`config.mk`:
```
export PLATFORM = sky130hd
export DESIGN_NAME = ir_pulse_width_capture_flat
export DESIGN_NICKNAME = d
export VERILOG_FILES = /design/src/rtl/ipwc_pkg.sv /design/src/rtl/ipwc_in_if.sv /design/src/rtl/ipwc_out_if.sv /design/src/rtl/ipwc_cfg_if.sv /design/src/rtl/ipwc_front.sv /design/src/rtl/ipwc_queue.sv /design/src/rtl/ipwc_divu.sv /design/src/rtl/ipwc_back.sv /design/src/rtl/ir_pulse_width_capture.sv /design/src/flat_wrapper.sv
export SDC_FILE = /design/constraint.sdc
export NUM_CORES = 1
export LEC_CHECK = 0
export ABC_CLOCK_PERIOD_IN_PS = 9400
export BUFFER_PORTS_ARGS = -buffer_cell sky130_fd_sc_hd__clkbuf_2
export CAP_MARGIN = 20
export CORE_ASPECT_RATIO = 1.4
export CORE_UTILIZATION = 58
export CTS_BUF_LIST = sky130_fd_sc_hd__clkbuf_4 sky130_fd_sc_hd__clkbuf_8
export CTS_CLUSTER_DIAMETER = 120
export CTS_CLUSTER_SIZE = 20
export DETAILED_ROUTE_END_ITERATION = 10
export HOLD_SLACK_MARGIN = 0.02
export PLACE_DENSITY = 0.79
export SLEW_MARGIN = 20
export SYNTH_ARGS = -nofsm -noshare
export SYNTH_HDL_FRONTEND = slang
export SYNTH_SLANG_ARGS = --single-unit
```
`constraint.sdc`:
```
create_clock -name i_clk -period 9.4 [get_ports i_clk]
set_input_delay 1.88 -clock i_clk [delete_from_list [all_inputs] [get_ports i_clk]]
set_output_delay 1.88 -clock i_clk [all_outputs]
set_load 0.005 [all_outputs]
```
`src/rtl/ipwc_pkg.sv`:
```
// Package for the IR pulse width capture block: widths, codes, reset values and
// the structures passed between the front, the queue and the back end.
// Depends on nothing.
package ipwc_pkg;

    localparam int OP_W       = 2;
    localparam int STAMP_W    = 16;
    localparam int MOD_W      = 17;
    localparam int TPU_W      = 8;
    localparam int TICK_W     = 16;
    localparam int CNT_W      = 11;
    localparam int DUR_W      = 16;
    localparam int STATUS_W   = 2;
    localparam int CFG_IDX_W  = 3;
    localparam int CFG_DATA_W = 17;

    localparam int MAX_ENTRIES = 1024;
    localparam int QUEUE_DEPTH = 2;

    localparam int DIV_W      = MOD_W;
    localparam int DIV_STEPS  = 2;
    localparam int DIV_ITERS  = (DIV_W + DIV_STEPS - 1) / DIV_STEPS;
    localparam int DIV_PAD_W  = DIV_ITERS * DIV_STEPS;
    localparam int DIV_CNT_W  = $clog2(DIV_ITERS + 1);

    localparam logic [OP_W-1:0] OP_EDGE  = 2'd0;
    localparam logic [OP_W-1:0] OP_POLL  = 2'd1;
    localparam logic [OP_W-1:0] OP_START = 2'd2;
    localparam logic [OP_W-1:0] OP_STOP  = 2'd3;

    localparam logic [STATUS_W-1:0] ST_IDLE     = 2'd0;
    localparam logic [STATUS_W-1:0] ST_BUSY     = 2'd1;
    localparam logic [STATUS_W-1:0] ST_DONE     = 2'd2;
    localparam logic [STATUS_W-1:0] ST_OVERFLOW = 2'd3;

    localparam logic [CFG_IDX_W-1:0] CFG_MODULO   = 3'd0;
    localparam logic [CFG_IDX_W-1:0] CFG_TPU      = 3'd1;
    localparam logic [CFG_IDX_W-1:0] CFG_DEBOUNCE = 3'd2;
    localparam logic [CFG_IDX_W-1:0] CFG_IDLE     = 3'd3;
    localparam logic [CFG_IDX_W-1:0] CFG_CAPACITY = 3'd4;

    localparam logic [MOD_W-1:0]  RST_MODULO   = 17'd65536;
    localparam logic [TPU_W-1:0]  RST_TPU      = 8'd1;
    localparam logic [TICK_W-1:0] RST_DEBOUNCE = 16'd100;
    localparam logic [TICK_W-1:0] RST_IDLE     = 16'd10000;
    localparam logic [CNT_W-1:0]  RST_CAPACITY = 11'd256;

    typedef struct packed {
        logic [OP_W-1:0]    op;
        logic [STAMP_W-1:0] stamp;
    } t_cmd;

    typedef struct packed {
        logic [MOD_W-1:0]  modulo;
        logic [TPU_W-1:0]  tpu;
        logic [TICK_W-1:0] debounce;
        logic [TICK_W-1:0] idle_limit;
        logic [CNT_W-1:0]  capacity;
    } t_cfg;

    typedef struct packed {
        logic [STATUS_W-1:0] run_status;
        logic [CNT_W-1:0]    entry_count;
        logic                duration_valid;
        logic [DUR_W-1:0]    duration_us;
        logic                frame_done;
    } t_result;

endpackage

```
`src/rtl/ipwc_in_if.sv`:
```
// Input item channel of the IR pulse width capture block.
// Depends on ipwc_pkg.
interface ipwc_in_if;
    logic                         valid;
    logic                         ready;
    logic [ipwc_pkg::OP_W-1:0]    operation;
    logic [ipwc_pkg::STAMP_W-1:0] timestamp;

    modport source (output valid, output operation, output timestamp, input ready);
    modport sink (input valid, input operation, input timestamp, output ready);
endinterface

```
`src/rtl/ipwc_out_if.sv`:
```
// Result item channel of the IR pulse width capture block.
// Depends on ipwc_pkg.
interface ipwc_out_if;
    logic                          valid;
    logic                          ready;
    logic [ipwc_pkg::STATUS_W-1:0] run_status;
    logic [ipwc_pkg::CNT_W-1:0]    entry_count;
    logic                          duration_valid;
    logic [ipwc_pkg::DUR_W-1:0]    duration_us;
    logic                          frame_done;

    modport source (output valid, output run_status, output entry_count,
                    output duration_valid, output duration_us, output frame_done,
                    input ready);
    modport sink (input valid, input run_status, input entry_count,
                  input duration_valid, input duration_us, input frame_done,
                  output ready);
endinterface

```
`src/rtl/ipwc_cfg_if.sv`:
```
// Configuration write channel of the IR pulse width capture block.
// Depends on ipwc_pkg.
interface ipwc_cfg_if;
    logic                            valid;
    logic                            ready;
    logic [ipwc_pkg::CFG_IDX_W-1:0]  index;
    logic [ipwc_pkg::CFG_DATA_W-1:0] data;

    modport source (output valid, output index, output data, input ready);
    modport sink (input valid, input index, input data, output ready);
endinterface

```
`src/rtl/ipwc_front.sv`:
```
// Front end: accepts input items and configuration writes, holds the
// normalized configuration and stages each command for the queue.
// Depends on ipwc_pkg, ipwc_in_if and ipwc_cfg_if.
module ipwc_front (
    input  logic                 i_clk,
    input  logic                 i_rst_n,
    ipwc_in_if.sink              i_in,
    ipwc_cfg_if.sink             i_cfg,
    output logic                 o_cmd_valid,
    input  logic                 i_cmd_ready,
    output ipwc_pkg::t_cmd       o_cmd,
    output ipwc_pkg::t_cfg       o_cfg
);

    logic [ipwc_pkg::MOD_W-1:0]  r_modulo;
    logic [ipwc_pkg::TPU_W-1:0]  r_tpu;
    logic [ipwc_pkg::TICK_W-1:0] r_debounce;
    logic [ipwc_pkg::TICK_W-1:0] r_idle;
    logic [ipwc_pkg::CNT_W-1:0]  r_capacity;

    logic                        r_cmd_valid;
    ipwc_pkg::t_cmd              r_cmd;

    logic [ipwc_pkg::MOD_W-1:0]  w_mod_eff;
    logic [ipwc_pkg::TICK_W-1:0] w_half;
    logic                        w_in_xfer;
    logic                        w_cfg_xfer;

    assign w_in_xfer  = i_in.valid && i_in.ready;
    assign w_cfg_xfer = i_cfg.valid && i_cfg.ready;
    assign i_cfg.ready = 1'b1;
    assign i_in.ready  = !r_cmd_valid || i_cmd_ready;

    always_ff @(posedge i_clk) begin
        if (!i_rst_n) begin
            r_modulo   <= ipwc_pkg::RST_MODULO;
            r_tpu      <= ipwc_pkg::RST_TPU;
            r_debounce <= ipwc_pkg::RST_DEBOUNCE;
            r_idle     <= ipwc_pkg::RST_IDLE;
            r_capacity <= ipwc_pkg::RST_CAPACITY;
        end else if (w_cfg_xfer) begin
            case (i_cfg.index)
                ipwc_pkg::CFG_MODULO: begin
                    r_modulo <= i_cfg.data[ipwc_pkg::MOD_W-1:0];
                end
                ipwc_pkg::CFG_TPU: begin
                    r_tpu <= i_cfg.data[ipwc_pkg::TPU_W-1:0];
                end
                ipwc_pkg::CFG_DEBOUNCE: begin
                    r_debounce <= i_cfg.data[ipwc_pkg::TICK_W-1:0];
                end
                ipwc_pkg::CFG_IDLE: begin
                    r_idle <= i_cfg.data[ipwc_pkg::TICK_W-1:0];
                end
                ipwc_pkg::CFG_CAPACITY: begin
                    r_capacity <= i_cfg.data[ipwc_pkg::CNT_W-1:0];
                end
                default: begin
                end
            endcase
        end
    end

    always_ff @(posedge i_clk) begin
        if (!i_rst_n) begin
            r_cmd_valid <= 1'b0;
        end else if (w_in_xfer) begin
            r_cmd_valid <= 1'b1;
        end else if (i_cmd_ready) begin
            r_cmd_valid <= 1'b0;
        end
    end

    always_ff @(posedge i_clk) begin
        if (w_in_xfer) begin
            r_cmd.op    <= i_in.operation;
            r_cmd.stamp <= i_in.timestamp;
        end
    end

    // The modulo, rate, idle limit and capacity are brought into their legal ranges here.
    always_comb begin
        w_mod_eff = (r_modulo < ipwc_pkg::MOD_W'(2)) ? ipwc_pkg::MOD_W'(2) : r_modulo;
        w_half    = w_mod_eff[ipwc_pkg::MOD_W-1:1];
        o_cfg.modulo     = w_mod_eff;
        o_cfg.tpu        = (r_tpu == '0) ? ipwc_pkg::TPU_W'(1) : r_tpu;
        o_cfg.debounce   = r_debounce;
        o_cfg.idle_limit = (r_idle > w_half) ? w_half : r_idle;
        o_cfg.capacity   = (r_capacity > ipwc_pkg::CNT_W'(ipwc_pkg::MAX_ENTRIES)) ?
                           ipwc_pkg::CNT_W'(ipwc_pkg::MAX_ENTRIES) : r_capacity;
    end

    assign o_cmd_valid = r_cmd_valid;
    assign o_cmd       = r_cmd;

endmodule

```
`src/rtl/ipwc_queue.sv`:
```
// Small command queue between the front end and the back end.
// Depends on ipwc_pkg.
module ipwc_queue #(
    parameter int DEPTH = ipwc_pkg::QUEUE_DEPTH
) (
    input  logic           i_clk,
    input  logic           i_rst_n,
    input  logic           i_push_valid,
    output logic           o_push_ready,
    input  ipwc_pkg::t_cmd i_push_data,
    output logic           o_pop_valid,
    input  logic           i_pop_ready,
    output ipwc_pkg::t_cmd o_pop_data
);

    localparam int PTR_W = (DEPTH > 1) ? $clog2(DEPTH) : 1;
    localparam int FILL_W = $clog2(DEPTH + 1);

    ipwc_pkg::t_cmd    r_mem [DEPTH];
    logic [PTR_W-1:0]  r_wr_ptr;
    logic [PTR_W-1:0]  r_rd_ptr;
    logic [FILL_W-1:0] r_fill;
    logic              w_push;
    logic              w_pop;

    assign o_push_ready = (r_fill != FILL_W'(DEPTH));
    assign o_pop_valid  = (r_fill != '0);
    assign w_push = i_push_valid && o_push_ready;
    assign w_pop  = o_pop_valid && i_pop_ready;
    assign o_pop_data = r_mem[r_rd_ptr];

    always_ff @(posedge i_clk) begin
        if (w_push) begin
            r_mem[r_wr_ptr] <= i_push_data;
        end
    end

    always_ff @(posedge i_clk) begin
        if (!i_rst_n) begin
            r_wr_ptr <= '0;
            r_rd_ptr <= '0;
            r_fill   <= '0;
        end else begin
            if (w_push) begin
                r_wr_ptr <= (r_wr_ptr == PTR_W'(DEPTH - 1)) ? '0 : r_wr_ptr + 1'b1;
            end
            if (w_pop) begin
                r_rd_ptr <= (r_rd_ptr == PTR_W'(DEPTH - 1)) ? '0 : r_rd_ptr + 1'b1;
            end
            if (w_push && !w_pop) begin
                r_fill <= r_fill + 1'b1;
            end else if (w_pop && !w_push) begin
                r_fill <= r_fill - 1'b1;
            end
        end
    end

endmodule

```
`src/rtl/ipwc_divu.sv`:
```
// Serial unsigned divider, two quotient bits per cycle, giving quotient and remainder.
// Depends on ipwc_pkg.
module ipwc_divu (
    input  logic                         i_clk,
    input  logic                         i_rst_n,
    input  logic                         i_start,
    input  logic [ipwc_pkg::DIV_W-1:0]   i_dividend,
    input  logic [ipwc_pkg::DIV_W-1:0]   i_divisor,
    output logic                         o_done,
    output logic [ipwc_pkg::DIV_W-1:0]   o_quotient,
    output logic [ipwc_pkg::DIV_W-1:0]   o_remainder
);

    localparam int W = ipwc_pkg::DIV_W;
    localparam int PW = ipwc_pkg::DIV_PAD_W;

    logic                            r_busy;
    logic                            r_done;
    logic [ipwc_pkg::DIV_CNT_W-1:0]  r_cnt;
    logic [W-1:0]                    r_dvs;
    logic [W-1:0]                    r_rem;
    logic [PW-1:0]                   r_quo;
    logic [W-1:0]                    n_rem;
    logic [PW-1:0]                   n_quo;

    always_comb begin
        logic [W:0] trial;
        logic [W:0] diff;
        n_rem = r_rem;
        n_quo = r_quo;
        for (int k = 0; k < ipwc_pkg::DIV_STEPS; k++) begin
            trial = {n_rem, n_quo[PW-1]};
            diff  = trial - {1'b0, r_dvs};
            n_quo = {n_quo[PW-2:0], 1'b0};
            if (trial >= {1'b0, r_dvs}) begin
                n_rem    = diff[W-1:0];
                n_quo[0] = 1'b1;
            end else begin
                n_rem = trial[W-1:0];
            end
        end
    end

    always_ff @(posedge i_clk) begin
        if (!i_rst_n) begin
            r_busy <= 1'b0;
            r_done <= 1'b0;
            r_cnt  <= '0;
        end else begin
            r_done <= 1'b0;
            if (i_start) begin
                r_busy <= 1'b1;
                r_cnt  <= ipwc_pkg::DIV_CNT_W'(ipwc_pkg::DIV_ITERS);
            end else if (r_busy) begin
                r_cnt <= r_cnt - 1'b1;
                if (r_cnt == ipwc_pkg::DIV_CNT_W'(1)) begin
                    r_busy <= 1'b0;
                    r_done <= 1'b1;
                end
            end
        end
    end

    always_ff @(posedge i_clk) begin
        if (i_start) begin
            r_dvs <= i_divisor;
            r_rem <= '0;
            r_quo <= PW'(i_dividend);
        end else if (r_busy) begin
            r_rem <= n_rem;
            r_quo <= n_quo;
        end
    end

    assign o_done      = r_done;
    assign o_quotient  = r_quo[W-1:0];
    assign o_remainder = r_rem;

endmodule

```
`src/rtl/ipwc_back.sv`:
```
// Back end: frame state, wrap-aware gap measurement, debounce, idle timeout,
// duration conversion and the registered result stage.
// Depends on ipwc_pkg, ipwc_divu and ipwc_out_if.
module ipwc_back (
    input  logic           i_clk,
    input  logic           i_rst_n,
    input  logic           i_cmd_valid,
    output logic           o_cmd_ready,
    input  ipwc_pkg::t_cmd i_cmd,
    input  ipwc_pkg::t_cfg i_cfg,
    ipwc_out_if.source     o_out
);

    localparam int W = ipwc_pkg::DIV_W;

    localparam logic [2:0] SQ_WAIT = 3'd0;
    localparam logic [2:0] SQ_MOD  = 3'd1;
    localparam logic [2:0] SQ_GAP  = 3'd2;
    localparam logic [2:0] SQ_DEC  = 3'd3;
    localparam logic [2:0] SQ_DIV  = 3'd4;
    localparam logic [2:0] SQ_RES  = 3'd5;

    logic [2:0]                      r_seq;
    logic [ipwc_pkg::STATUS_W-1:0]   r_state;
    logic                            r_primed;
    logic [ipwc_pkg::STAMP_W-1:0]    r_last;
    logic [ipwc_pkg::CNT_W-1:0]      r_count;
    logic [ipwc_pkg::OP_W-1:0]       r_op;
    logic [ipwc_pkg::STAMP_W-1:0]    r_stamp;
    logic [W-1:0]                    r_dt;
    logic                            r_dur_valid;
    logic [ipwc_pkg::DUR_W-1:0]      r_dur;
    logic                            r_frame_done;
    logic                            r_out_valid;
    ipwc_pkg::t_result               r_out;

    logic                            w_pop;
    logic                            w_mod_start;
    logic                            w_div_start;
    logic                            w_out_free;
    logic [W-1:0]                    w_a_dividend;
    logic [W-1:0]                    w_a_divisor;
    logic                            w_a_done;
    logic [W-1:0]                    w_a_quo;
    logic [W-1:0]                    w_a_rem;
    logic                            w_b_done;
    logic [W-1:0]                    w_b_quo;
    logic [W-1:0]                    w_b_rem;
    logic [W:0]                      w_sum;
    logic [W:0]                      w_wrap;
    logic                            w_measure;

    assign o_cmd_ready = (r_seq == SQ_WAIT);
    assign w_pop       = i_cmd_valid && o_cmd_ready;
    assign w_out_free  = !r_out_valid || o_out.ready;

    // Edges and polls in a primed, running frame need the gap; everything else is immediate.
    assign w_measure = (r_state == ipwc_pkg::ST_BUSY) && r_primed &&
                       ((i_cmd.op == ipwc_pkg::OP_EDGE) || (i_cmd.op == ipwc_pkg::OP_POLL));
    assign w_mod_start = w_pop && w_measure;
    assign w_div_start = (r_seq == SQ_DEC) && (r_op == ipwc_pkg::OP_EDGE) &&
                         ({1'b0, i_cfg.debounce} <= r_dt) && (r_count < i_cfg.capacity);

    assign w_a_dividend = (r_seq == SQ_WAIT) ? W'(i_cmd.stamp) : r_dt;
    assign w_a_divisor  = (r_seq == SQ_WAIT) ? i_cfg.modulo : W'(i_cfg.tpu);

    ipwc_divu u_div_a (
        .i_clk       (i_clk),
        .i_rst_n     (i_rst_n),
        .i_start     (w_mod_start || w_div_start),
        .i_dividend  (w_a_dividend),
        .i_divisor   (w_a_divisor),
        .o_done      (w_a_done),
        .o_quotient  (w_a_quo),
        .o_remainder (w_a_rem)
    );

    ipwc_divu u_div_b (
        .i_clk       (i_clk),
        .i_rst_n     (i_rst_n),
        .i_start     (w_mod_start),
        .i_dividend  (W'(r_last)),
        .i_divisor   (i_cfg.modulo),
        .o_done      (w_b_done),
        .o_quotient  (w_b_quo),
        .o_remainder (w_b_rem)
    );

    always_comb begin
        w_sum  = {1'b0, w_a_rem} + {1'b0, i_cfg.modulo} - {1'b0, w_b_rem};
        w_wrap = w_sum - {1'b0, i_cfg.modulo};
    end

    always_ff @(posedge i_clk) begin
        if (!i_rst_n) begin
            r_seq        <= SQ_WAIT;
            r_state      <= ipwc_pkg::ST_IDLE;
            r_primed     <= 1'b0;
            r_last       <= '0;
            r_count      <= '0;
            r_out_valid  <= 1'b0;
        end else begin
            if (o_out.ready && r_seq != SQ_RES) begin
                r_out_valid <= 1'b0;
            end
            case (r_seq)
                SQ_WAIT: begin
                    if (w_pop) begin
                        r_seq <= SQ_RES;
                        case (i_cmd.op)
                            ipwc_pkg::OP_START: begin
                                r_count  <= '0;
                                r_primed <= 1'b0;
                                r_last   <= '0;
                                r_state  <= ipwc_pkg::ST_BUSY;
                            end
                            ipwc_pkg::OP_STOP: begin
                                if (r_state == ipwc_pkg::ST_BUSY) begin
                                    r_state <= ipwc_pkg::ST_IDLE;
                                end
                            end
                            default: begin
                                if (w_measure) begin
                                    r_seq <= SQ_MOD;
                                end else if (r_state == ipwc_pkg::ST_BUSY &&
                                             i_cmd.op == ipwc_pkg::OP_EDGE) begin
                                    r_primed <= 1'b1;
                                    r_last   <= i_cmd.stamp;
                                end
                            end
                        endcase
                    end
                end
                SQ_MOD: begin
                    if (w_a_done && w_b_done) begin
                        r_seq <= SQ_GAP;
                    end
                end
                SQ_GAP: begin
                    r_seq <= SQ_DEC;
                end
                SQ_DEC: begin
                    r_seq <= SQ_RES;
                    if (r_op == ipwc_pkg::OP_EDGE) begin
                        if ({1'b0, i_cfg.debounce} <= r_dt) begin
                            r_last <= r_stamp;
                            if (r_count < i_cfg.capacity) begin
                                r_seq <= SQ_DIV;
                            end else begin
                                r_state <= ipwc_pkg::ST_OVERFLOW;
                            end
                        end
                    end else if (r_dt > W'(i_cfg.idle_limit)) begin
                        r_state <= ipwc_pkg::ST_DONE;
                    end
                end
                SQ_DIV: begin
                    if (w_a_done) begin
                        r_count <= r_count + 1'b1;
                        r_seq   <= SQ_RES;
                    end
                end
                SQ_RES: begin
                    if (w_out_free) begin
                        r_out_valid <= 1'b1;
                        r_seq       <= SQ_WAIT;
                    end
                end
                default: begin
                    r_seq <= SQ_WAIT;
                end
            endcase
        end
    end

    always_ff @(posedge i_clk) begin
        if (w_pop) begin
            r_op         <= i_cmd.op;
            r_stamp      <= i_cmd.stamp;
            r_dur_valid  <= 1'b0;
            r_dur        <= '0;
            r_frame_done <= 1'b0;
        end
        if (r_seq == SQ_GAP) begin
            r_dt <= (w_sum >= {1'b0, i_cfg.modulo}) ? w_wrap[W-1:0] : w_sum[W-1:0];
        end
        if (r_seq == SQ_DEC && r_op == ipwc_pkg::OP_POLL && r_dt > W'(i_cfg.idle_limit)) begin
            r_frame_done <= 1'b1;
        end
        if (r_seq == SQ_DIV && w_a_done) begin
            r_dur_valid <= 1'b1;
            r_dur <= w_a_quo[W-1] ? '1 : w_a_quo[ipwc_pkg::DUR_W-1:0];
        end
        if (r_seq == SQ_RES && w_out_free) begin
            r_out.run_status     <= r_state;
            r_out.entry_count    <= r_count;
            r_out.duration_valid <= r_dur_valid;
            r_out.duration_us    <= r_dur;
            r_out.frame_done     <= r_frame_done;
        end
    end

    assign o_out.valid          = r_out_valid;
    assign o_out.run_status     = r_out.run_status;
    assign o_out.entry_count    = r_out.entry_count;
    assign o_out.duration_valid = r_out.duration_valid;
    assign o_out.duration_us    = r_out.duration_us;
    assign o_out.frame_done     = r_out.frame_done;

endmodule

```
`src/rtl/ir_pulse_width_capture.sv`:
```
// Top level of the IR pulse width capture block: front end, command queue, back end.
// Depends on ipwc_pkg, the three channel interfaces, ipwc_front, ipwc_queue and ipwc_back.
//
//   Port     Dir   Carries                                    Transfer when
//   i_in     in    operation, timestamp                       valid && ready
//   o_out    out   run_status, entry_count, duration_valid,   valid && ready
//                  duration_us, frame_done
//   i_cfg    in    index, data (register write)               valid && ready
//
// Start, stop and ignored items pass from the front stage through the queue straight to
// the back end's result stage. Edges and polls of a primed frame first take the modulo
// and gap steps, and a kept edge the conversion as well: two serial dividers give two bits
// per cycle, both first for the modulo reductions in parallel, then one of them for the
// conversion to microseconds. Reset clears the frame state, the queue and the handshakes
// and loads the register reset values. A stalled output holds the back end; the queue and
// the front stage keep taking items until they are full.
module ir_pulse_width_capture #(
    parameter int QUEUE_DEPTH = ipwc_pkg::QUEUE_DEPTH
) (
    input  logic        i_clk,
    input  logic        i_rst_n,
    ipwc_in_if.sink     i_in,
    ipwc_cfg_if.sink    i_cfg,
    ipwc_out_if.source  o_out
);

    logic           w_front_valid;
    logic           w_front_ready;
    ipwc_pkg::t_cmd w_front_cmd;
    logic           w_back_valid;
    logic           w_back_ready;
    ipwc_pkg::t_cmd w_back_cmd;
    ipwc_pkg::t_cfg w_cfg;

    ipwc_front u_front (
        .i_clk       (i_clk),
        .i_rst_n     (i_rst_n),
        .i_in        (i_in),
        .i_cfg       (i_cfg),
        .o_cmd_valid (w_front_valid),
        .i_cmd_ready (w_front_ready),
        .o_cmd       (w_front_cmd),
        .o_cfg       (w_cfg)
    );

    ipwc_queue #(
        .DEPTH (QUEUE_DEPTH)
    ) u_queue (
        .i_clk        (i_clk),
        .i_rst_n      (i_rst_n),
        .i_push_valid (w_front_valid),
        .o_push_ready (w_front_ready),
        .i_push_data  (w_front_cmd),
        .o_pop_valid  (w_back_valid),
        .i_pop_ready  (w_back_ready),
        .o_pop_data   (w_back_cmd)
    );

    ipwc_back u_back (
        .i_clk       (i_clk),
        .i_rst_n     (i_rst_n),
        .i_cmd_valid (w_back_valid),
        .o_cmd_ready (w_back_ready),
        .i_cmd       (w_back_cmd),
        .i_cfg       (w_cfg),
        .o_out       (o_out)
    );

endmodule

```
`src/flat_wrapper.sv`:
```
// flat-port wrapper written by rule: the top's interface ports become plain ports
module ir_pulse_width_capture_flat 
#(
    parameter int QUEUE_DEPTH = ipwc_pkg::QUEUE_DEPTH
)
  (i_clk, i_rst_n, i_in_valid, i_in_operation, i_in_timestamp, i_in_ready, i_cfg_valid, i_cfg_index, i_cfg_data, i_cfg_ready, o_out_valid, o_out_run_status, o_out_entry_count, o_out_duration_valid, o_out_duration_us, o_out_frame_done, o_out_ready);
  ipwc_in_if i_in_i ();
  ipwc_cfg_if i_cfg_i ();
  ipwc_out_if o_out_i ();
  input  logic i_clk;
  input  logic i_rst_n;
  input wire logic [$bits(i_in_i.valid)-1:0] i_in_valid;
  input wire logic [$bits(i_in_i.operation)-1:0] i_in_operation;
  input wire logic [$bits(i_in_i.timestamp)-1:0] i_in_timestamp;
  output wire logic [$bits(i_in_i.ready)-1:0] i_in_ready;
  input wire logic [$bits(i_cfg_i.valid)-1:0] i_cfg_valid;
  input wire logic [$bits(i_cfg_i.index)-1:0] i_cfg_index;
  input wire logic [$bits(i_cfg_i.data)-1:0] i_cfg_data;
  output wire logic [$bits(i_cfg_i.ready)-1:0] i_cfg_ready;
  output wire logic [$bits(o_out_i.valid)-1:0] o_out_valid;
  output wire logic [$bits(o_out_i.run_status)-1:0] o_out_run_status;
  output wire logic [$bits(o_out_i.entry_count)-1:0] o_out_entry_count;
  output wire logic [$bits(o_out_i.duration_valid)-1:0] o_out_duration_valid;
  output wire logic [$bits(o_out_i.duration_us)-1:0] o_out_duration_us;
  output wire logic [$bits(o_out_i.frame_done)-1:0] o_out_frame_done;
  input wire logic [$bits(o_out_i.ready)-1:0] o_out_ready;
  assign i_in_i.valid = i_in_valid;
  assign i_in_i.operation = i_in_operation;
  assign i_in_i.timestamp = i_in_timestamp;
  assign i_in_ready = i_in_i.ready;
  assign i_cfg_i.valid = i_cfg_valid;
  assign i_cfg_i.index = i_cfg_index;
  assign i_cfg_i.data = i_cfg_data;
  assign i_cfg_ready = i_cfg_i.ready;
  assign o_out_valid = o_out_i.valid;
  assign o_out_run_status = o_out_i.run_status;
  assign o_out_entry_count = o_out_i.entry_count;
  assign o_out_duration_valid = o_out_i.duration_valid;
  assign o_out_duration_us = o_out_i.duration_us;
  assign o_out_frame_done = o_out_i.frame_done;
  assign o_out_i.ready = o_out_ready;
  ir_pulse_width_capture #(.QUEUE_DEPTH(QUEUE_DEPTH)) u_core (.i_clk(i_clk), .i_rst_n(i_rst_n), .i_in(i_in_i), .i_cfg(i_cfg_i), .o_out(o_out_i));
endmodule
```
# Word level (Yosys, flattened, before mapping)
# Memory sizes are Yosys's and may differ from the RTL's. A register that Yosys moved wholly into a read port is not among the register bits.
# Cells that the tools add are included.
# Widths: inputs -> output; s select.
# word_totals
ff_bits,325
ram_bits,36
input_bits,43
out_inout_bits,34
elab_cells,243
n_memories,1
# classes
add_sub_neg,14
order_cmp,11
eq_ne,34
muxes,79
bitwise_logic,4
reduce_logical,55
# memory_table
memory,words,word_bits,read_ports,rd_clocked_by_memory_dff,write_ports,line_no,rtl
u_core.u_queue.r_mem,2,18,1,1,1,ipwc_queue.sv:19,ipwc_pkg::t_cmd r_mem [DEPTH];
# op_table
op,count
$mux 16,11
$mux 17,9
$ge 18x17->1,5
$sub 17x17->17,5
$pmux 16 s2,2
$mux 11,4
$mux 1,28
$pmux 11 s2,1
$add 17x17->18,1
$logic_and 1x1->1,18
$mux 3,6
$ne 3x3->1 const B,6
$pmux 3 s6,1
$reduce_bool 2->1,9
$sub 18x17->18,1
$gt 17x16->1,1
$le 16x17->1,1
$lt 17x2->1 const B,1
$gt 16x16->1,1
$mux 2,8
$mux 4,4
$mux 8,2
$reduce_and 7->1,2
$eq 3x2->1 const B,4
other kinds (29),66

# Logic depth before layout (Yosys ltp)
# Gate-level depths: netlist of run 1.
# logic_depth
depth_word,8
ltp_mapped,25
mapped_depth_nobuf,24

# By module
# From an unflattened synthesis of run 1, not the netlist that was laid out.
# hier_totals
cells_unflattened,2363
area_unflattened_um2,22689.3
# by_module_without_submodules
module,instances,cells_each,area_per_inst_um2,seq_area_each_um2
ipwc_back,1,851,8215.4,3183.1
ipwc_divu at u_core.u_back.u_div_a,1,463,4386.7,1501.4
ipwc_front,1,529,4345.4,1921.8
ipwc_divu at u_core.u_back.u_div_b,1,440,4202.8,1501.4
ipwc_queue,1,80,1539.0,1181.1

# Worst setup path after synthesis of run 1
# OpenSTA, ideal clock, no wires.
# synth_timing
kind,flip-flop to flip-flop
start,reg u_core.u_front.r_modulo[11] (netlist bit)
end,"reg u_core.u_back.r_dt[10], data pin"
setup_time_ps,260
arrival_ps,5184
required_ps,9140
setup_slack_ps,3956
stages_incl_launch_ff,24
path_buffers,2
synth_period_minus_slack_ps,5444
path_cell_list,dfxtp_1 -> nor4_1 -> nand4_1 -> nor2b_1 -> fa_1 -> inv_1 -> ha_1 -> a21oi_1 -> nor2b_1 -> a311o_1 -> o31ai_4 -> o21bai_1 -> a21oi_1 -> xnor2_1 -> ha_1 -> a21o_1 -> a41oi_2 -> nor2b_1 -> a2111oi_0 -> nor2_1 -> or3_1 -> buf_4 -> buf_6 -> mux2_4
# synth_via
elab_chain_cells,6
elab_cells_between_ends,7
cone_classes,3 x add/sub; 2 x order compare; 2 x mux
# synth_lines
element,line_no,rtl
from (decl),ipwc_front.sv:15,logic [ipwc_pkg::MOD_W-1:0] r_modulo;
from (signal assigned),ipwc_front.sv:36,r_modulo <= ipwc_pkg::RST_MODULO;
from (signal assigned),ipwc_front.sv:44,r_modulo <= i_cfg.data[ipwc_pkg::MOD_W-1:0];
$lt 17x2->1,ipwc_front.sv:83,w_mod_eff = (r_modulo < ipwc_pkg::MOD_W'(2)) ? ipwc_pkg::MOD_W'(2) : r_modulo;
$mux 17 (*),ipwc_front.sv:83,
$add 17x17->18,ipwc_back.sv:90,"w_sum = {1'b0, w_a_rem} + {1'b0, i_cfg.modulo} - {1'b0, w_b_rem};"
$sub 18x17->18,ipwc_back.sv:90,
$sub 17x17->17 / $ge 18x17->1 (equally long branches),"ipwc_back.sv:91, ipwc_back.sv:185",
$mux 17 (*),ipwc_back.sv:185,"r_dt <= (w_sum >= {1'b0, i_cfg.modulo}) ? w_wrap[W-1:0] : w_sum[W-1:0];"
to (signal assigned),ipwc_back.sv:185,
to (decl),ipwc_back.sv:30,logic [W-1:0] r_dt;
# Every way passes the cells marked *; elsewhere a longest branch is shown, timed or not.
# A chain may end at the register's enable or synchronous reset.

# Final worst setup path of run 1
# layout_timing
start,reg u_core.u_front.r_modulo[11] (netlist bit)
end,"reg u_core.u_back.r_dt[0], data pin"
# Same word-level chain as after synthesis.

==> metrics.cfg, run 1 <==
[status]
status = completed

[synth]
synthAdderAreaFrac_pct = 11.83
synth_ff_type = edfxtp_1
synth-xor-area-share_pct = 3.952
synth-edff-count = 203
synth_largest_area_cell = edfxtp_1
synth_simple_gate_area_share_pct = 14.49
synth_top_family_by_area = compound AO/OA/AOI/OAI gates
postSynthAreaPerCell_um2 = 9.448
ys_seq_elements = 362
ys_warn_count = 0
ys_types = 74
netlist_instances = 2252
synthArstFlopShare_pct = 0
syn_area_um2 = 21280
seq_area_frac_synth_pct = 43.61
synth_top_area_share_pct = 28.65
synth-compound-area-share_pct = 16.86
synth_nets = 2483
synth_mux_area_share_pct = 4.269
synthTopCellsByArea = edfxtp_1 29%, dfxtp_1 15%, ha_1 9.8%

[power_and_ir_drop]
switching_share_pct = 43.21
seqPwrFrac_pct = 27.0
p_int_mw = 4.686
power_switching_mw = 3.565
fin_total_pwr_mw = 8.251
p_per_area_nw_per_um2 = 367.8
leakagePower_nw = 9.232
power_frac_clock_pct = 9.6
max-vdd-ir-drop_uv = 295.5
power.share.combinational_pct = 63.4

[drt]
vias_per_cell = 6.017
drt-total-wl_mm = 55.95
drtIter0Drc = 1120
drtPass1Iterations = 5
num_vias = 16511
wl_per_cell_um = 20.39
drc = 0
drtAntennaViolNets = 0

[timing]
setup_viol_count_final = 0
finalCritPeriodShare_pct = 69.38
fin_worst_skew_ps = 54.56
final_max_slew_viol_count = 0
slew_headroom_pct = 30.21
whs_ps = 431.9
setup_tns_ps = 0
grt_setup_unrepaired = no
period_needed_ps = 6522
timing.fmax_ghz = 0.1533
finalHoldViolations = 0
tightestPinTransition_ps = 1047

[critical_path]
critical_path.max_fanout = 17
r2r-start = u_core.u_front.r_modulo[11]
crit_arrival_ps = 6860
critPathRequiredTime_ps = 9740
crit_path_end_kind = register
crit_type = reg2reg
cp-startpoint = u_core.u_front.r_modulo[11]
critPathLaunchType = register

[clocking]
cts_setup_buffers = 0
htreeDepth = 1
post_cts_resized = 0
root_buffer = clkbuf_8
tritoncts = built
cts-hold-fix-buffers = 0
cts_made_buffers = 22
cts_buffer_depth = 3
clkSinkCount = 362
clk_pin_slew_ps = 130
clk_latency_ps = 620

[final_layout]
final_layout_size_suffix_gt1_share_pct = 7.888
final_area_um2 = 22430
syn2layout_area_growth_pct = 5.428
antenna_cells = 0
instances_no_fill = 2744
layout.nets = 2498

[global_route]
grt_pass1_wl_mm = 87.95
grt_pass1_vias = 16313
grt_max_degree = 75
grt_remaining_overflow = 0
grtUsageTotal_pct = 30.16
antenna_found_initial = 0

[hold_path]
min_from = u_core.u_back.r_dur[12]
hold_class = reg2reg

[die]
dieArea_um2 = 37460
io_pins = 77
die_w_um = 163.9
num_rows = 82
start_util_pct = 59.08
core_um2 = 36010
die_y_um = 228.6

[placed_design]
io_buffers = 75
place_inst = 2705
place_hpwl_mm = 42.78
dpl_cell_area_um2 = 21980
globalplace.congestion = 1.014

[run]
drv_cap = 0

logic make-up after synthesis:
kind of cell,Yosys count
other,1
AO/OA/AOI/OAI,555
multiplexers,84
XOR/XNOR,96
buffers and inverters,274
flip-flops,362
AND/OR/NAND/NOR,692
adder cells (fa/ha/maj),188
power by group through the flow:
stage | logic, mW | registers [mW] | clock network, mW
floorplan | 4.21 | 2.16 | 0
global placement | 5.01 | 2.25 | 0
detailed placement | 5.13 | 2.26 | 0
CTS | 5.16 | 2.22 | 0.806
global route | 5.73 | 2.25 | 0.857
finish | 5.23 | 2.23 | 0.790
path summary, 6_finish.rpt:
check,endpoint,slack (ps),cells after the start
max reg2reg,u_core.u_back.r_dt[0],2880,20
max,u_core.u_back.r_dt[0],2880,20
min,u_core.u_back.o_out.duration_us[12],430,0
min reg2reg,u_core.u_back.o_out.duration_us[12],430,0
worst max-delay path: stages, from the launching register on:
cell and delay (ps):
dfxtp_1 370, nor4_1 470, nand4_1 220, nor2b_1 270, fa_1 580, inv_1 80
fa_1 470, a21o_1 210, a211oi_1 250, nor2_1 110, o21ai_0 440, o21a_1 230
a21oi_1 80, xor2_1 240, ha_1 330, a21oi_1 160, o21ai_0 130, a2111oi_0 370
nor2_1 80, or3_1 720, mux2_2 440
cells in the final DEF, fill, tap and decap left out, drive strengths merged, types with 13 or more instances in the layout:
cell type	netlist	layout
ha	166	166
a211oi	18	18
mux2i	60	60
inv	174	175
nor2	159	159
nor3	26	26
a21oi	147	147
o21bai	14	14
nor4	17	17
or2	14	14
o21a	24	24
clkbuf	83	113
buf	16	15
edfxtp	203	203
o21ai	136	136
a31oi	16	16
o211a	16	16
xor2	38	38
o211ai	29	29
a21boi	68	68
nor2b	30	30
a21o	32	32
nand2b	13	13
mux2	24	24
nand3	36	36
fa	22	22
dfxtp	159	159
xnor2	58	58
nand2	326	326
nand4	20	20
metrics by stage:
step           util [%]  worst slack, ps
2_1_floorplan         -             3956
3_3_place_gp      61.02             3262
3_5_place_dp      61.03             3111
4_1_cts           62.28             3064
5_1_grt           62.29             2502
6_report          62.29             2878
cell usage after synthesis (all sizes together) (5+ instances only):
cell and count:
inv 174, xor2 38, o211a 16, nand2 326
and3 7, or3 9, xnor2 58, edfxtp 203
nand3 36, a31oi 16, buf 16, fa 22
mux2i 60, mux2 24, nand4 20, o31ai 6
o21a 24, a211oi 18, o211ai 29, nor3 26
nor2 159, dfxtp 159, nand2b 13, and2 11
clkbuf 83, nor4 17, a2111oi 5, o31a 6
nand3b 5, or2 14, a21oi 147, nor2b 30
o21bai 14, and4 7, a21o 32, a21boi 68
nor3b 5, ha 166, o21ai 136
registers in the layout, indices dropped and copies added (netlist names), 17 cells and up, named ones only:
register and count:
u_core.u_back.u_div_a.r_dvs 17, u_core.u_back.u_div_b.o_remainder 17, u_core.u_back.u_div_b.r_quo 18, u_core.u_back.r_dt 17, u_core.u_back.u_div_a.o_remainder 17, u_core.u_front.o_cmd 18
u_core.u_queue.r_mem 36, u_core.u_front.r_modulo 17, u_core.u_back.u_div_a.r_quo 18, u_core.u_back.u_div_b.r_dvs 17
routing by layer:
layer / up-vias / part of all wire, % / track usage [%]
met1: 7892 / 38 / 35.06
met4: 0 / 5.8 / 16.87
met5: - / 0 / 0
met2: 503 / 51 / 53.43
met3: 149 / 5.0 / 3.230
li1: 7967 / - / -
layout make-up:
class | count | area [um2]
timing repair buffer | 90 | 488.0
inverter | 175 | 656.9
clock buffer | 38 | 429.2
sequential | 362 | 9279
fill | 2966 | 13580
tap | 462 | 578.1
clock inverter | 1 | 20.02
multi-input combinational | 1616 | 10980
Note: power is estimated with default switching activity, not from simulation.
==> run 2, diff against run 1 <==
--- a/config.mk
+++ b/config.mk
@@ -5,7 +5,8 @@
 export SDC_FILE = /design/constraint.sdc
 export NUM_CORES = 1
 export LEC_CHECK = 0
-export ABC_CLOCK_PERIOD_IN_PS = 9400
+export ABC_AREA = 1
+export ABC_CLOCK_PERIOD_IN_PS = 6400
 export BUFFER_PORTS_ARGS = -buffer_cell sky130_fd_sc_hd__clkbuf_2
 export CAP_MARGIN = 20
 export CORE_ASPECT_RATIO = 1.4
==> constraint.sdc (replaced) <==
create_clock -name i_clk -period 6.4 [get_ports i_clk]
set_input_delay 1.28 -clock i_clk [delete_from_list [all_inputs] [get_ports i_clk]]
set_output_delay 1.28 -clock i_clk [all_outputs]
set_load 0.005 [all_outputs]
==> run 2 against run 1 <==
Core utilization is 0.60 points lower; cell count is 22% higher; flip-flop and latch count stayed put; global-route usage is 0.57 points higher; sequential share of layout area is 2.1 points lower.
==> metrics.cfg, run 2 <==
[critical_path]
r2r_end = u_core.u_back.r_dt[1]
slowest_stage = fa_1
critPathBufInv = 4  ; +3
critPathLaunchType = register
critical_path.max_fanout = 13  ; -4
crit_arrival_ps = 5930  ; -930 ps
endpoint = u_core.u_back.r_dt[1]
r2r-start = u_core.u_front.r_modulo[10]
crit_type = reg2reg
crit_path_end_kind = register
cp_num_cells = 28  ; +40%
r2r_slack_ps = 840  ; -2030 ps
rr_worst_depth = 28  ; +40%
max_stage_delay_ps = 560  ; -160 ps
cp_common_cell = nand2_1
critPathTopFamily = simple AND/OR/NAND/NOR gates
critPathRequiredTime_ps = 6770  ; -2970 ps
cp-startpoint = u_core.u_front.r_modulo[10]

[timing]
period_needed_ps = 5556  ; -966.6 ps
fin_worst_skew_ps = 58.25  ; +3.685 ps
tightestPinTransition_ps = 942.4  ; -104.4 ps
slew_headroom_pct = 37.02  ; +6.8 points
setup_ws_ps = 844.5  ; -2033 ps
setup_viol_count_final = 0  ; unchanged
finalHoldViolations = 0  ; unchanged
timing.fmax_ghz = 0.1800  ; +17%
grt_setup_unrepaired = no
setup_tns_ps = 0  ; unchanged
finalCritPeriodShare_pct = 86.80  ; +17 points
final_max_slew_viol_count = 0  ; unchanged

[final_layout]
mostFrequentLayoutCell = nand2_1
layout_common_cells = 724 x nand2_1, 378 x inv_1, 219 x nor2_1, 213 x a21oi_1, 203 x edfxtp_1
layout.nets = 3097  ; +24%
syn2layout_area_growth_pct = 5.047
final_area_um2 = 23620  ; +5.3%
largest_register_ffs = 36  ; unchanged
regMostFlops = u_core.u_queue.r_mem
multi_input_area_um2 = 11300  ; +2.9%
register_area_um2 = 9279  ; unchanged
antenna_cells = 0  ; unchanged
instances_no_fill = 3359  ; +22%
final_layout_size_suffix_gt1_share_pct = 8.608  ; +0.72 points
fill_cells = 3403  ; +15%

[synth]
ys_seq_elements = 362  ; unchanged
ys_warn_count = 0  ; unchanged
syn_area_um2 = 22480  ; +5.7%
synthArstFlopShare_pct = 0  ; unchanged
synth-compound-area-share_pct = 11.43  ; -5.4 points
synth_top_area_share_pct = 27.11  ; -1.5 points
synth_mux_area_share_pct = 0.8013  ; -3.5 points
synthAdderAreaFrac_pct = 11.20  ; -0.64 points
postSynthAreaPerCell_um2 = 7.934  ; -16%
synth_simple_gate_area_share_pct = 23.93  ; +9.4 points
synth_top_family_by_area = simple AND/OR/NAND/NOR gates
synth_largest_area_cell = edfxtp_1
synth-xor-area-share_pct = 2.844  ; -1.1 points
yosysMostFrequentCell = nand2_1
synth-edff-count = 203  ; unchanged
synthTopCellsByArea = edfxtp_1 27%, dfxtp_1 14%, nand2_1 12%
netlist_instances = 2834  ; +26%
synth_ff_type = edfxtp_1
synth_nets = 3065  ; +23%
synth_common_cells = 724 x nand2_1, 378 x inv_1, 220 x nor2_1
seq_area_frac_synth_pct = 41.27  ; -2.3 points
ys_types = 58  ; -22%

[clocking]
clkSinkCount = 362  ; unchanged
tritoncts = built
clk_pin_slew_ps = 160  ; +30 ps
cts_buffer_depth = 3  ; unchanged
htreeDepth = 1  ; unchanged
cts-hold-fix-buffers = 0  ; unchanged
post_cts_resized = 0  ; unchanged
clk_latency_ps = 620  ; about the same
cts_setup_buffers = 0  ; unchanged
root_buffer = clkbuf_8
cts_made_buffers = 22  ; unchanged

[drt]
drtIter0Drc = 1346  ; +20%
drt-total-wl_mm = 61.05  ; +9.1%
wl_per_cell_um = 18.17  ; -11%
drtPass1Iterations = 6  ; +1
drtAntennaViolNets = 0  ; unchanged
drc = 0  ; unchanged
vias_per_cell = 5.626  ; -6.5%
num_vias = 18898  ; +14%

[run]
drv_cap = 0  ; unchanged

[placed_design]
globalplace.congestion = 0.9705  ; -4.3%
io_buffers = 75  ; unchanged
dp_slack_ps = 1020  ; -2091 ps
place_inst = 3320  ; +23%
place_hpwl_mm = 47.68  ; +11%
dpl_cell_area_um2 = 23170  ; +5.4%

[hold_path]
min_from = u_core.u_back.r_dur[0]
hold_class = reg2reg

[global_route]
grtUsageTotal_pct = 30.73  ; +0.57 points
grt_max_degree = 93  ; +24%
grt_remaining_overflow = 0  ; unchanged
grt_pass1_vias = 18170  ; +11%
grt_pass1_wl_mm = 94.89  ; +7.9%
antenna_found_initial = 0  ; unchanged

[die]
io_pins = 77  ; unchanged
num_rows = 85  ; +3.7%
die_w_um = 168.4  ; +2.8%
dieArea_um2 = 39570  ; +5.6%
start_util_pct = 58.73  ; -0.36 points
die_y_um = 235.0  ; +2.8%
core_um2 = 38290  ; +6.3%

[status]
status = completed

[power_and_ir_drop]
p_per_area_nw_per_um2 = 286.3  ; -22%
max-vdd-ir-drop_uv = 276.8  ; -6.3%
leakagePower_nw = 11.40  ; +23%
fin_total_pwr_mw = 6.761  ; -18%

[run 2: changes by cell type after synthesis, sizes merged, moves of 26 or more]
| cell | change |
|---|---|
| nand2 | +434 |
| o21ai | +88 |
| a21boi | -63 |
| nand3 | +112 |
| xnor2 | -27 |
| nor2 | +76 |
| clkbuf | -35 |
| nor2b | -29 |
| a21oi | +69 |
| mux2i | -60 |
| inv | +220 |
| a21o | -26 |
[run 2: layer usage]
metal  vias up  global-route usage (%)  routed length (um)
li1       9313                       -                   -
met1      8819                   36.28               24310
met2       614                   54.90               30480
met3       152                   2.897                2929
met4         0                   16.25                3335
met5         -                       0                   0
[run 2: cells by family after synthesis]
logic type               after synthesis
AO/OA/AOI/OAI                        484
XOR/XNOR                              73
adder cells (fa/ha/maj)              188
buffers and inverters                481
flip-flops                           362
multiplexers                          16
other                                  1
AND/OR/NAND/NOR                     1229
[run 2: report_power, final]
group	total (mW)	switching [mW]	internal, mW	leakage [nW]
logic	2.57	1.74	0.835	7.98
registers	3.01	0.168	2.84	3.17
clock network	1.18	0.746	0.437	0.244
total	6.76	2.65	4.11	11.4
[run 2: metrics by stage]
step / utilization [%] / hold WS [ps]
global route: 61.69 / 439.4
global placement: 60.51 / 407.6
floorplan: - / 400.3
finish: 61.69 / 432.8
CTS: 61.69 / 433.2
detailed placement: 60.51 / 405.6
[run 2: worst min-delay path by stage]
stage                     cells past startpoint                                   to
after global placement                        0  u_core.u_back.o_out.duration_us[14]
after floorplan                               0   u_core.u_back.o_out.duration_us[0]
after CTS                                     0  u_core.u_back.o_out.duration_us[12]
after global routing                          0   u_core.u_back.o_out.duration_us[0]
final                                         0   u_core.u_back.o_out.duration_us[0]
after detailed placement                      0  u_core.u_back.o_out.duration_us[14]
[run 2: final cells by class]
type,count,area share [%]
sequential,362,39.29
inverter,398,6.336
timing repair buffer,91,2.098
multi-input combinational,1991,47.84
clock inverter,1,0.06887
tap,478,2.532
clock buffer,38,1.844
